**src/hw/rtl/spq_pkg.sv**
```systemverilog
// Shared constants, codes and control types of the sorted priority queue.
package spq_pkg;

    // Default sizes of the queue and its fields.
    localparam int DEPTH_DEF        = 16;
    localparam int PRIO_BITS_DEF    = 8;
    localparam int PAYLOAD_BITS_DEF = 32;

    // Request kinds.
    localparam logic REQ_PUSH = 1'b0;
    localparam logic REQ_POP  = 1'b1;

    // Result status codes.
    localparam int STATUS_BITS = 2;
    localparam logic [STATUS_BITS-1:0] STATUS_DONE  = 2'd0;
    localparam logic [STATUS_BITS-1:0] STATUS_FULL  = 2'd1;
    localparam logic [STATUS_BITS-1:0] STATUS_EMPTY = 2'd2;

    // Operation broadcast to every cell of the chain in the same cycle.
    typedef struct packed {
        logic push;
        logic pop;
    } cell_ctrl_t;

endpackage

```
**src/hw/rtl/spq_if.sv**
```systemverilog
// Request and response channel interfaces of the sorted priority queue.
interface spq_req_if #(
    parameter int PRIO_BITS    = spq_pkg::PRIO_BITS_DEF,
    parameter int PAYLOAD_BITS = spq_pkg::PAYLOAD_BITS_DEF
);
    logic                    valid;
    logic                    ready;
    logic                    req_type;
    logic [PRIO_BITS-1:0]    prio;
    logic [PAYLOAD_BITS-1:0] payload;

    modport source (output valid, req_type, prio, payload, input ready);
    modport sink   (input valid, req_type, prio, payload, output ready);
endinterface

interface spq_rsp_if #(
    parameter int PRIO_BITS    = spq_pkg::PRIO_BITS_DEF,
    parameter int PAYLOAD_BITS = spq_pkg::PAYLOAD_BITS_DEF,
    parameter int OCC_BITS     = $clog2(spq_pkg::DEPTH_DEF + 1)
);
    logic                            valid;
    logic                            ready;
    logic [spq_pkg::STATUS_BITS-1:0] status;
    logic [PRIO_BITS-1:0]            out_prio;
    logic [PAYLOAD_BITS-1:0]         out_payload;
    logic [OCC_BITS-1:0]             occupancy;

    modport source (output valid, status, out_prio, out_payload, occupancy, input ready);
    modport sink   (input valid, status, out_prio, out_payload, occupancy, output ready);
endinterface

```
**src/hw/rtl/spq_cell.sv**
```systemverilog
// One storage cell of the sorted chain: compares against a pushed entry and shifts.
module spq_cell #(
    parameter int INDEX        = 0,
    parameter int PRIO_BITS    = spq_pkg::PRIO_BITS_DEF,
    parameter int PAYLOAD_BITS = spq_pkg::PAYLOAD_BITS_DEF,
    parameter int OCC_BITS     = $clog2(spq_pkg::DEPTH_DEF + 1)
) (
    input  logic                    clk,
    input  spq_pkg::cell_ctrl_t     ctrl,
    input  logic [OCC_BITS-1:0]     fill,
    input  logic [PRIO_BITS-1:0]    new_prio,
    input  logic [PAYLOAD_BITS-1:0] new_payload,
    input  logic                    left_gt,
    input  logic [PRIO_BITS-1:0]    left_prio,
    input  logic [PAYLOAD_BITS-1:0] left_payload,
    input  logic [PRIO_BITS-1:0]    right_prio,
    input  logic [PAYLOAD_BITS-1:0] right_payload,
    output logic                    gt,
    output logic [PRIO_BITS-1:0]    prio,
    output logic [PAYLOAD_BITS-1:0] payload
);
    import spq_pkg::*;

    localparam logic [OCC_BITS-1:0] MY_INDEX = OCC_BITS'(INDEX);

    logic [PRIO_BITS-1:0]    prio_reg;
    logic [PRIO_BITS-1:0]    prio_next;
    logic [PAYLOAD_BITS-1:0] payload_reg;
    logic [PAYLOAD_BITS-1:0] payload_next;
    logic                    occupied;
    logic                    at_tail;

    // The cell holds a live entry when its place lies below the fill count.
    assign occupied = MY_INDEX < fill;
    assign at_tail  = MY_INDEX == fill;

    // A live entry with a larger priority must make room for the pushed one.
    assign gt = occupied && (prio_reg > new_prio);

    // On a push, cells behind the insertion point take their left neighbour's
    // entry and the insertion point itself takes the new one. On a pop every
    // cell takes its right neighbour's entry.
    always_comb
    begin
        prio_next    = prio_reg;
        payload_next = payload_reg;
        if (ctrl.push)
        begin
            if (left_gt)
            begin
                prio_next    = left_prio;
                payload_next = left_payload;
            end
            else if (gt || at_tail)
            begin
                prio_next    = new_prio;
                payload_next = new_payload;
            end
        end
        else if (ctrl.pop)
        begin
            prio_next    = right_prio;
            payload_next = right_payload;
        end
    end

    // Entry storage needs no reset; the fill count says what is live.
    always_ff @(posedge clk)
    begin
        prio_reg    <= prio_next;
        payload_reg <= payload_next;
    end

    assign prio    = prio_reg;
    assign payload = payload_reg;

endmodule

```
**src/hw/rtl/sorted_priority_queue_core.sv**
```systemverilog
// Sorted priority queue: a chain of compare-and-shift cells with one result register.
// The response word to an accepted request word is registered and appears in the next cycle.
// Throughput: one request per cycle while request ready is high; every cell updates in parallel.
// Request ready is high whenever the response register is empty or being taken.
// Reset (rst_n low, asynchronous) empties the queue and clears the response valid;
// the cell contents are not cleared and are never read before being written.
module sorted_priority_queue_core #(
    parameter int DEPTH        = spq_pkg::DEPTH_DEF,
    parameter int PRIO_BITS    = spq_pkg::PRIO_BITS_DEF,
    parameter int PAYLOAD_BITS = spq_pkg::PAYLOAD_BITS_DEF,
    parameter int OCC_BITS     = $clog2(DEPTH + 1)
) (
    input  logic      clk,
    input  logic      rst_n,
    spq_req_if.sink   req,
    spq_rsp_if.source rsp
);
    import spq_pkg::*;

    localparam logic [OCC_BITS-1:0] FULL_COUNT = OCC_BITS'(DEPTH);

    logic [OCC_BITS-1:0]     fill_reg;
    logic [OCC_BITS-1:0]     fill_next;
    logic                    rsp_valid_reg;
    logic                    rsp_valid_next;
    logic [STATUS_BITS-1:0]  status_reg;
    logic [STATUS_BITS-1:0]  status_next;
    logic [PRIO_BITS-1:0]    out_prio_reg;
    logic [PRIO_BITS-1:0]    out_prio_next;
    logic [PAYLOAD_BITS-1:0] out_payload_reg;
    logic [PAYLOAD_BITS-1:0] out_payload_next;
    logic [OCC_BITS-1:0]     occ_reg;

    logic       accept;
    logic       is_full;
    logic       is_empty;
    cell_ctrl_t ctrl;

    logic [PRIO_BITS-1:0]    cell_prio    [DEPTH];
    logic [PAYLOAD_BITS-1:0] cell_payload [DEPTH];
    logic                    cell_gt      [DEPTH];

    // Handshake: a new request word may enter while the response register is empty or being taken.
    assign req.ready = !rsp_valid_reg || rsp.ready;
    assign accept    = req.valid && req.ready;

    assign is_full  = fill_reg == FULL_COUNT;
    assign is_empty = fill_reg == '0;

    assign ctrl.push = accept && (req.req_type == REQ_PUSH) && !is_full;
    assign ctrl.pop  = accept && (req.req_type == REQ_POP) && !is_empty;

    // Chain of cells; the ends see an empty left side and a held right side.
    for (genvar i = 0; i < DEPTH; i++)
    begin : g_cell
        logic                    left_gt;
        logic [PRIO_BITS-1:0]    left_prio;
        logic [PAYLOAD_BITS-1:0] left_payload;
        logic [PRIO_BITS-1:0]    right_prio;
        logic [PAYLOAD_BITS-1:0] right_payload;

        if (i == 0)
        begin : g_head
            assign left_gt      = 1'b0;
            assign left_prio    = '0;
            assign left_payload = '0;
        end
        else
        begin : g_body
            assign left_gt      = cell_gt[i-1];
            assign left_prio    = cell_prio[i-1];
            assign left_payload = cell_payload[i-1];
        end

        if (i == DEPTH - 1)
        begin : g_last
            assign right_prio    = cell_prio[i];
            assign right_payload = cell_payload[i];
        end
        else
        begin : g_inner
            assign right_prio    = cell_prio[i+1];
            assign right_payload = cell_payload[i+1];
        end

        spq_cell #(
            .INDEX        (i),
            .PRIO_BITS    (PRIO_BITS),
            .PAYLOAD_BITS (PAYLOAD_BITS),
            .OCC_BITS     (OCC_BITS)
        ) u_cell (
            .clk           (clk),
            .ctrl          (ctrl),
            .fill          (fill_reg),
            .new_prio      (req.prio),
            .new_payload   (req.payload),
            .left_gt       (left_gt),
            .left_prio     (left_prio),
            .left_payload  (left_payload),
            .right_prio    (right_prio),
            .right_payload (right_payload),
            .gt            (cell_gt[i]),
            .prio          (cell_prio[i]),
            .payload       (cell_payload[i])
        );
    end

    // Occupancy tracking and the response word built from the head cell.
    always_comb
    begin
        fill_next        = fill_reg;
        status_next      = status_reg;
        out_prio_next    = out_prio_reg;
        out_payload_next = out_payload_reg;
        rsp_valid_next   = rsp_valid_reg;

        if (rsp_valid_reg && rsp.ready)
        begin
            rsp_valid_next = 1'b0;
        end

        if (accept)
        begin
            rsp_valid_next   = 1'b1;
            status_next      = STATUS_DONE;
            out_prio_next    = '0;
            out_payload_next = '0;
            if (req.req_type == REQ_PUSH)
            begin
                if (is_full)
                begin
                    status_next = STATUS_FULL;
                end
                else
                begin
                    fill_next = fill_reg + 1'b1;
                end
            end
            else
            begin
                if (is_empty)
                begin
                    status_next = STATUS_EMPTY;
                end
                else
                begin
                    out_prio_next    = cell_prio[0];
                    out_payload_next = cell_payload[0];
                    fill_next        = fill_reg - 1'b1;
                end
            end
        end
    end

    // Control state.
    always_ff @(posedge clk or negedge rst_n)
    begin
        if (!rst_n)
        begin
            fill_reg      <= '0;
            rsp_valid_reg <= 1'b0;
        end
        else
        begin
            fill_reg      <= fill_next;
            rsp_valid_reg <= rsp_valid_next;
        end
    end

    // Response payload.
    always_ff @(posedge clk)
    begin
        status_reg      <= status_next;
        out_prio_reg    <= out_prio_next;
        out_payload_reg <= out_payload_next;
        if (accept)
        begin
            occ_reg <= fill_next;
        end
    end

    assign rsp.valid       = rsp_valid_reg;
    assign rsp.status      = status_reg;
    assign rsp.out_prio    = out_prio_reg;
    assign rsp.out_payload = out_payload_reg;
    assign rsp.occupancy   = occ_reg;

endmodule
```
**src/flat_wrapper.sv**
```systemverilog
// flat-port wrapper written by rule: the top's interface ports become plain ports
module sorted_priority_queue_core_flat import spq_pkg::*;
#(
    parameter int DEPTH        = spq_pkg::DEPTH_DEF,
    parameter int PRIO_BITS    = spq_pkg::PRIO_BITS_DEF,
    parameter int PAYLOAD_BITS = spq_pkg::PAYLOAD_BITS_DEF,
    parameter int OCC_BITS     = $clog2(DEPTH + 1)
)
  (clk, rst_n, req_valid, req_req_type, req_prio, req_payload, req_ready, rsp_valid, rsp_status, rsp_out_prio, rsp_out_payload, rsp_occupancy, rsp_ready);
  spq_req_if #(.PRIO_BITS(PRIO_BITS), .PAYLOAD_BITS(PAYLOAD_BITS)) req_i ();
  spq_rsp_if #(.PRIO_BITS(PRIO_BITS), .PAYLOAD_BITS(PAYLOAD_BITS), .OCC_BITS(OCC_BITS)) rsp_i ();
  input  logic clk;
  input  logic rst_n;
  input wire logic [$bits(req_i.valid)-1:0] req_valid;
  input wire logic [$bits(req_i.req_type)-1:0] req_req_type;
  input wire logic [$bits(req_i.prio)-1:0] req_prio;
  input wire logic [$bits(req_i.payload)-1:0] req_payload;
  output wire logic [$bits(req_i.ready)-1:0] req_ready;
  output wire logic [$bits(rsp_i.valid)-1:0] rsp_valid;
  output wire logic [$bits(rsp_i.status)-1:0] rsp_status;
  output wire logic [$bits(rsp_i.out_prio)-1:0] rsp_out_prio;
  output wire logic [$bits(rsp_i.out_payload)-1:0] rsp_out_payload;
  output wire logic [$bits(rsp_i.occupancy)-1:0] rsp_occupancy;
  input wire logic [$bits(rsp_i.ready)-1:0] rsp_ready;
  assign req_i.valid = req_valid;
  assign req_i.req_type = req_req_type;
  assign req_i.prio = req_prio;
  assign req_i.payload = req_payload;
  assign req_ready = req_i.ready;
  assign rsp_valid = rsp_i.valid;
  assign rsp_status = rsp_i.status;
  assign rsp_out_prio = rsp_i.out_prio;
  assign rsp_out_payload = rsp_i.out_payload;
  assign rsp_occupancy = rsp_i.occupancy;
  assign rsp_i.ready = rsp_ready;
  sorted_priority_queue_core #(.DEPTH(DEPTH), .PRIO_BITS(PRIO_BITS), .PAYLOAD_BITS(PAYLOAD_BITS), .OCC_BITS(OCC_BITS)) u_core (.clk(clk), .rst_n(rst_n), .req(req_i), .rsp(rsp_i));
endmodule
```
**config.mk**
```make
export PLATFORM = sky130hd
export DESIGN_NAME = sorted_priority_queue_core_flat
export DESIGN_NICKNAME = d
export VERILOG_FILES = /design/src/hw/rtl/spq_pkg.sv /design/src/hw/rtl/spq_if.sv /design/src/hw/rtl/spq_cell.sv /design/src/hw/rtl/sorted_priority_queue_core.sv /design/src/flat_wrapper.sv
export SDC_FILE = /design/constraint.sdc
export NUM_CORES = 2
export LEC_CHECK = 0
export BUFFER_PORTS_ARGS = -buffer_cell sky130_fd_sc_hd__buf_2
export CORE_ASPECT_RATIO = 2
export CORE_MARGIN = 2
export CORE_UTILIZATION = 25
export CTS_CLUSTER_DIAMETER = 100
export DETAILED_ROUTE_END_ITERATION = 16
export PLACE_DENSITY = 0.41
export SLEW_MARGIN = 20
export SYNTH_ARGS = -nofsm -noshare
export SYNTH_HDL_FRONTEND = slang
export SYNTH_SLANG_ARGS = --single-unit
```
**constraint.sdc**
```tcl
create_clock -name clk -period 7.3 [get_ports clk]
set_clock_uncertainty 0.1 [all_clocks]
set_input_delay 0.365 -clock clk [delete_from_list [all_inputs] [get_ports clk]]
set_output_delay 0.365 -clock clk [all_outputs]
set_load 0.03 [all_outputs]
```
Word level (Yosys, flattened, before mapping)
Index checks and enable logic that the tools add are counted.

storage, ports and cells
  flip-flop bits (word level) = 693
  bits of input ports = 45
  output and inout bits = 49
  word-level logic and storage cells = 298

cells by class
  $add $sub $neg = 2
  $lt $le $gt $ge = 32
  equality and inequality tests = 31
  muxes and demuxes = 131
  bitwise gates (word level) = 1
  reduce and logical (&&, ||, !) cells = 63

operators with widths
  operator             count
  $mux 32              61
  $mux 8               61
  $gt 8x8->1           16
  $ne 3x3->1 const B   14
  $eq 4x5->1 const A   8
  $lt 4x5->1 const A   8
  $reduce_and 2->1     16
  $logic_and 1x1->1    22
  $eq 3x5->1 const A   4
  $lt 3x5->1 const A   4
  $mux 5               4
  $logic_or 1x1->1     17
  $eq 2x5->1 const A   2
  $lt 1x5->1 const A   2
  $lt 2x5->1 const A   2
  $reduce_bool 2->1    3
  $add 5x1->5 const B  1
  $eq 1x5->1 const A   1
  $eq 5x5->1 const B   1
  $logic_not 5->1      1
  $sub 5x1->5 const B  1
  $mux 2               2
  $logic_not 1->1      3
  $mux 1               3
  other kinds (3)      3

Depth between registers and ports, before layout
  word-level depth = 7
  gate-level depth with buffers = 11
  depth with buffers taken out = 7

By module
A second synthesis with hierarchy kept.

second synthesis, totals
  cells, all modules = 3,499
  area, all modules = 38,791.0 µm²

by module, submodules not included
  module                                times used  cells each  area each (µm²)  seq. area each (µm²)
  spq_cell at u_core.g_cell[14].u_cell  1           211         2,342.2          1,201.2
  spq_cell at u_core.g_cell[2].u_cell   1           210         2,308.5          1,201.2
  spq_cell at u_core.g_cell[12].u_cell  1           209         2,306.0          1,201.2
  spq_cell at u_core.g_cell[4].u_cell   1           210         2,303.5          1,201.2
  spq_cell at u_core.g_cell[8].u_cell   1           209         2,301.0          1,201.2
  spq_cell at u_core.g_cell[9].u_cell   1           208         2,292.2          1,201.2
  spq_cell at u_core.g_cell[11].u_cell  1           209         2,289.7          1,201.2
  spq_cell at u_core.g_cell[3].u_cell   1           208         2,288.4          1,201.2
  spq_cell at u_core.g_cell[10].u_cell  1           209         2,279.7          1,201.2
  spq_cell at u_core.g_cell[0].u_cell   1           212         2,273.4          1,201.2
  spq_cell at u_core.g_cell[6].u_cell   1           211         2,273.4          1,201.2
  spq_cell at u_core.g_cell[5].u_cell   1           207         2,272.2          1,201.2
  spq_cell at u_core.g_cell[15].u_cell  1           208         2,265.9          1,201.2
  spq_cell at u_core.g_cell[1].u_cell   1           209         2,264.7          1,201.2
  +3 rows                               -           -           -                -

Worst setup path before layout
OpenSTA, ideal clock, no wires.

  path kind = register to register
  start = reg u_core.fill_reg[0]
  end = reg u_core.g_cell[0].u_cell.payload_reg[0] (enable)
  library setup time = 0.493 ns
  arrival time = 4.600 ns
  data required time = 6.707 ns
  setup slack = 2.108 ns
  cell stages (with the launch flop) = 9
  path buffers = 3
  clock period less this slack = 5.192 ns
  path through = dfrtp_1 -> buf_2 -> inv_1 -> ha_1 -> nand4bb_1 -> nand4b_1 -> clkbuf_1 -> clkbuf_1 -> o21ai_0

between the ends
  longest elaborated chain between the ends = 5
  elaborated cells between the ends (all ways) = 12
  classes of those cells = 1 x order compare; 2 x eq/ne; 9 x reduce/logical

ends and longest elaborated chain
  item                                                              line                               RTL
  start: declaration                                                sorted_priority_queue_core.sv:22   logic [OCC_BITS-1:0] fill_reg;
  start signal: assignment                                          sorted_priority_queue_core.sv:165  fill_reg <= fill_next;
  $lt 1x5->1, or another cell as far along                          spq_cell.sv:34                     assign occupied = MY_INDEX < fill;
  $logic_and 1x1->1, or another cell as far along                   spq_cell.sv:38                     assign gt = occupied && (prio_reg > new_prio);
  $logic_or 1x1->1, or another cell as far along                    spq_cell.sv:54                     else if (gt || at_tail)
  $ne 2x2->1 (no source line) or $reduce_bool 2->1 (tied branches)  -
  $reduce_and 2->1 (no source line) (*)                             -
  end signal: assignment                                            spq_cell.sv:71                     payload_reg <= payload_next;
  end: declaration                                                  spq_cell.sv:28                     logic [PAYLOAD_BITS-1:0] payload_reg;

Mark *: on every way between the ends. The rest lies on a longest branch, timed or not.
A chain may end at the register's enable or synchronous reset.

Worst setup path in the final report
  start = reg u_core.fill_reg[1]
  end = reg u_core.g_cell[14].u_cell.payload_reg[8], data pin

between the ends
  longest elaborated chain between the ends = 4
  elaborated cells between the ends (all ways) = 7
  classes of those cells = 1 x order compare; 1 x eq/ne; 2 x mux; 3 x reduce/logical

ends and longest elaborated chain
  item                                                  line                                              RTL
  $lt 4x5->1 or $eq 5x5->1 (tied branches)              spq_cell.sv:34, sorted_priority_queue_core.sv:47
  $logic_and 1x1->1 or $logic_not 1->1 (tied branches)  spq_cell.sv:38, sorted_priority_queue_core.sv:50
  $mux 32 or $logic_and 1x1->1 (tied branches)          spq_cell.sv:49, sorted_priority_queue_core.sv:50
  $mux 32 (*)                                           spq_cell.sv:47                                    if (ctrl.push)
  named net u_core.g_cell[14].u_cell.payload_next[8]    spq_cell.sv:29                                    logic [PAYLOAD_BITS-1:0] payload_next;
  end signal: assignment                                spq_cell.sv:71
  end: declaration                                      spq_cell.sv:28

Mark *: on every way through the listed nets, which the timed path passes. The rest lies on a longest branch.

==> metrics <==
drt total wl=about 120 mm; syn avg cell area=10.9 µm²; R2R depth=7; crit path launch type=register; Clock Latency Late Sink=660 ps; maximum vdd drop=160 µV; DP Wirelength=84.7 mm; Syn-to-layout area delta=12.7%; crit path capture=u_core.g_cell[14].u_cell.payload[8]$_DFFE_PP_; die area=154,000 µm²; min Tclk post-route=4430 ps; DRC=0; R2R Setup Slk=about 2900 ps; post-route setup TNS=0 ps; Mapped Nets=3,625; Syn Std Cell Area=roughly 38,000 µm²; prevailing post-synth register cell=edfxtp_1; Util after Layout=28.3%; period utilization=60.6%; cells after synthesis=about 3,400; # placed instances=5,163; CTS max path bufs=3; setup violators final=0; Slew @ Worst Pin=1110 ps; FF-to-FF Start=u_core.fill_reg[1]$_DFF_PN0_; Post-Layout Cell Count=5,330; clk root buf=clkbuf_16; crit path DAT=4800 ps; Hold Fails Final Rpt=0; core area=150,000 µm²; most frequent cells in the layout=697 x nand2_1, 687 x edfxtp_1, 565 x o211ai_1; number of synthesized flops with an enable pin=687; Yosys reg bits=693; Largest register FFs=slightly above 500; CTS Buf Count=69; Max Clk Rate=roughly 230 MHz; routed vias=about 28,000; HP Class=register to register; most common cell after layout, fill and taps aside=nand2_1; wire length of the first global-routing pass=approximately 190 mm; Pins Over Slew Limit=0; post-synth top area share=54.9%; CTS tree=done; vias in the first global route=28,800; leakage=13.9 nW; area leader, netlist=edfxtp_1; post_cts resized=0; ys async rst share=less than 1%; top post-synthesis cells by area=edfxtp_1 55%, o211ai_1 11%, nand2_1 7.0%; Vias/cell=5.31; Sink Count=693; nets@finish=roughly 3,500; I/O pin total=94; initial DRC count=between 2,000 and 2,500; unrepaired setup endpoints after global routing=no; CP Max Fanout=~160; sequential share of the synthesized area=55.3%; starting density of the core=25.1%; average wire per standard cell=22.8 µm; hold buffers post-CTS=44; Slew headroom=25.8%; Port Buffers=93; detailed-router iteration count before antenna repair=6; total global-route track usage=15.4%; YS warnings=0; post-CTS setup buffers=0; largest net degree at the start of global routing=214; max cap viols=0; # H-tree levels=3; GRT overflow=0; CP Class=register to register; Yosys cell types=53; run status=finished, final reports clean; Die Height=around 550 µm; initial antenna violation count=1; share of post-route cells with drive strength above 1=10.2%; reg2reg end=u_core.g_cell[14].u_cell.payload[8]$_DFFE_PP_; Critical Path Source=u_core.fill_reg[1]$_DFF_PN0_; clock-pin slew on the worst setup and hold paths=60 ps; die width=278 µm; fillers=15,400; critical path required time=7670 ps; DRT antenna net count=0; Critical Path End Type=register; GPL Wtd Cong=slightly above 0.8; num rows=around 200; Pwr Density=just under 300 nW/µm²
-- worst max-delay path: stages (launching register included) --
cell,delay (ps)
dfrtp_1,640
inv_1,190
ha_1,340
nand4bb_1,190
and4b_4,910
buf_12,440
nand2_1,620
o211ai_1,370
-- cell families after synthesis --
kind of cell             Yosys count  share of synthesized area [%]
AO/OA/AOI/OAI                    861                           17.0
XOR/XNOR                           1                         0.0233
adder cells (fa/ha/maj)          133                           4.43
buffers and inverters            419                           4.88
flip-flops                       693                           55.3
multiplexers                      40                           1.20
AND/OR/NAND/NOR                 1300                           17.1
-- where the power goes --
part	leakage, nW	internal, mW	switching, mW
Clock	1.01	1.88	1.66
Combinational	6.45	0.918	2.33
Sequential	6.47	5.25	0.391
-- per-layer routing --
layer,wire (µm),track usage (%)
met5,0,0
met4,2580,4.32
met3,4870,1.58
met2,62800,27.5
met1,51500,19.6
-- stage by stage --
stage	cell area, µm²	power, mW	hold WS, ps	setup WS [ps]
finish	42300	12.4	450	2870
CTS	42300	12.6	415	2930
global placement	39800	8.94	103	2830
floorplan	37600	7.82	-30.6	2110
global route	42300	13.1	459	2640
detailed placement	39800	9.00	106	2790
-- synthesized netlist by cell type, types with 3 or more instances --
library cell	n
nand2_1	697
edfxtp_1	687
o211ai_1	565
nand4_1	411
clkbuf_1	192
buf_2	159
ha_1	133
a21oi_1	116
and2_1	89
a221o_1	80
mux2_2	40
inv_1	29
nor2_1	28
buf_1	26
and4_1	23
o21ai_0	20
nor2b_1	17
a211oi_1	14
a41oi_1	14
o221ai_1	12
nand3_1	9
nand4bb_1	9
buf_4	8
o31a_1	7
a31oi_1	6
dfrtp_1	6
a22oi_1	5
a211o_1	4
buf_6	4
o22ai_1	4
a221oi_1	3
o21a_1	3
-- layout make-up --
| cell class | instances | area, µm² | area share (%) |
|---|---|---|---|
| clock inverters | 33 | 250 | 0.591 |
| flip-flops and latches | 693 | 20800 | 49.1 |
| diodes | 1 | 2.50 | 0.00591 |
| clock buffers | 89 | 1820 | 4.31 |
| well taps | 1928 | 2410 | 5.70 |
| multi-input cells | 2335 | 15400 | 36.3 |
| repair buffers | 222 | 1590 | 3.76 |
| inverters | 29 | 109 | 0.257 |
-- worst min path at each step --
| stage | startpoint | to | slack (ps) | cells past startpoint |
|---|---|---|---|---|
| 4_1_cts | req_prio[0] | u_core.g_cell[15].u_cell.prio[0]$_DFFE_PP_ | 420 | 2 |
| 3_5_place_dp | rst_n | u_core.rsp.valid$_DFFE_PN0P_ | 110 | 1 |
| 5_1_grt | req_prio[0] | u_core.g_cell[15].u_cell.prio[0]$_DFFE_PP_ | 460 | 2 |
| 3_3_place_gp | rst_n | u_core.rsp.valid$_DFFE_PN0P_ | 100 | 1 |
| 2_1_floorplan | rst_n | u_core.fill_reg[0]$_DFF_PN0_ | -30 | 0 |
| 6_report | u_core.g_cell[0].u_cell.payload[31]$_DFFE_PP_ | u_core.rsp.out_payload[31]$_SDFFCE_PP0P_ | 450 | 1 |
(Power assumes the default switching activity.)
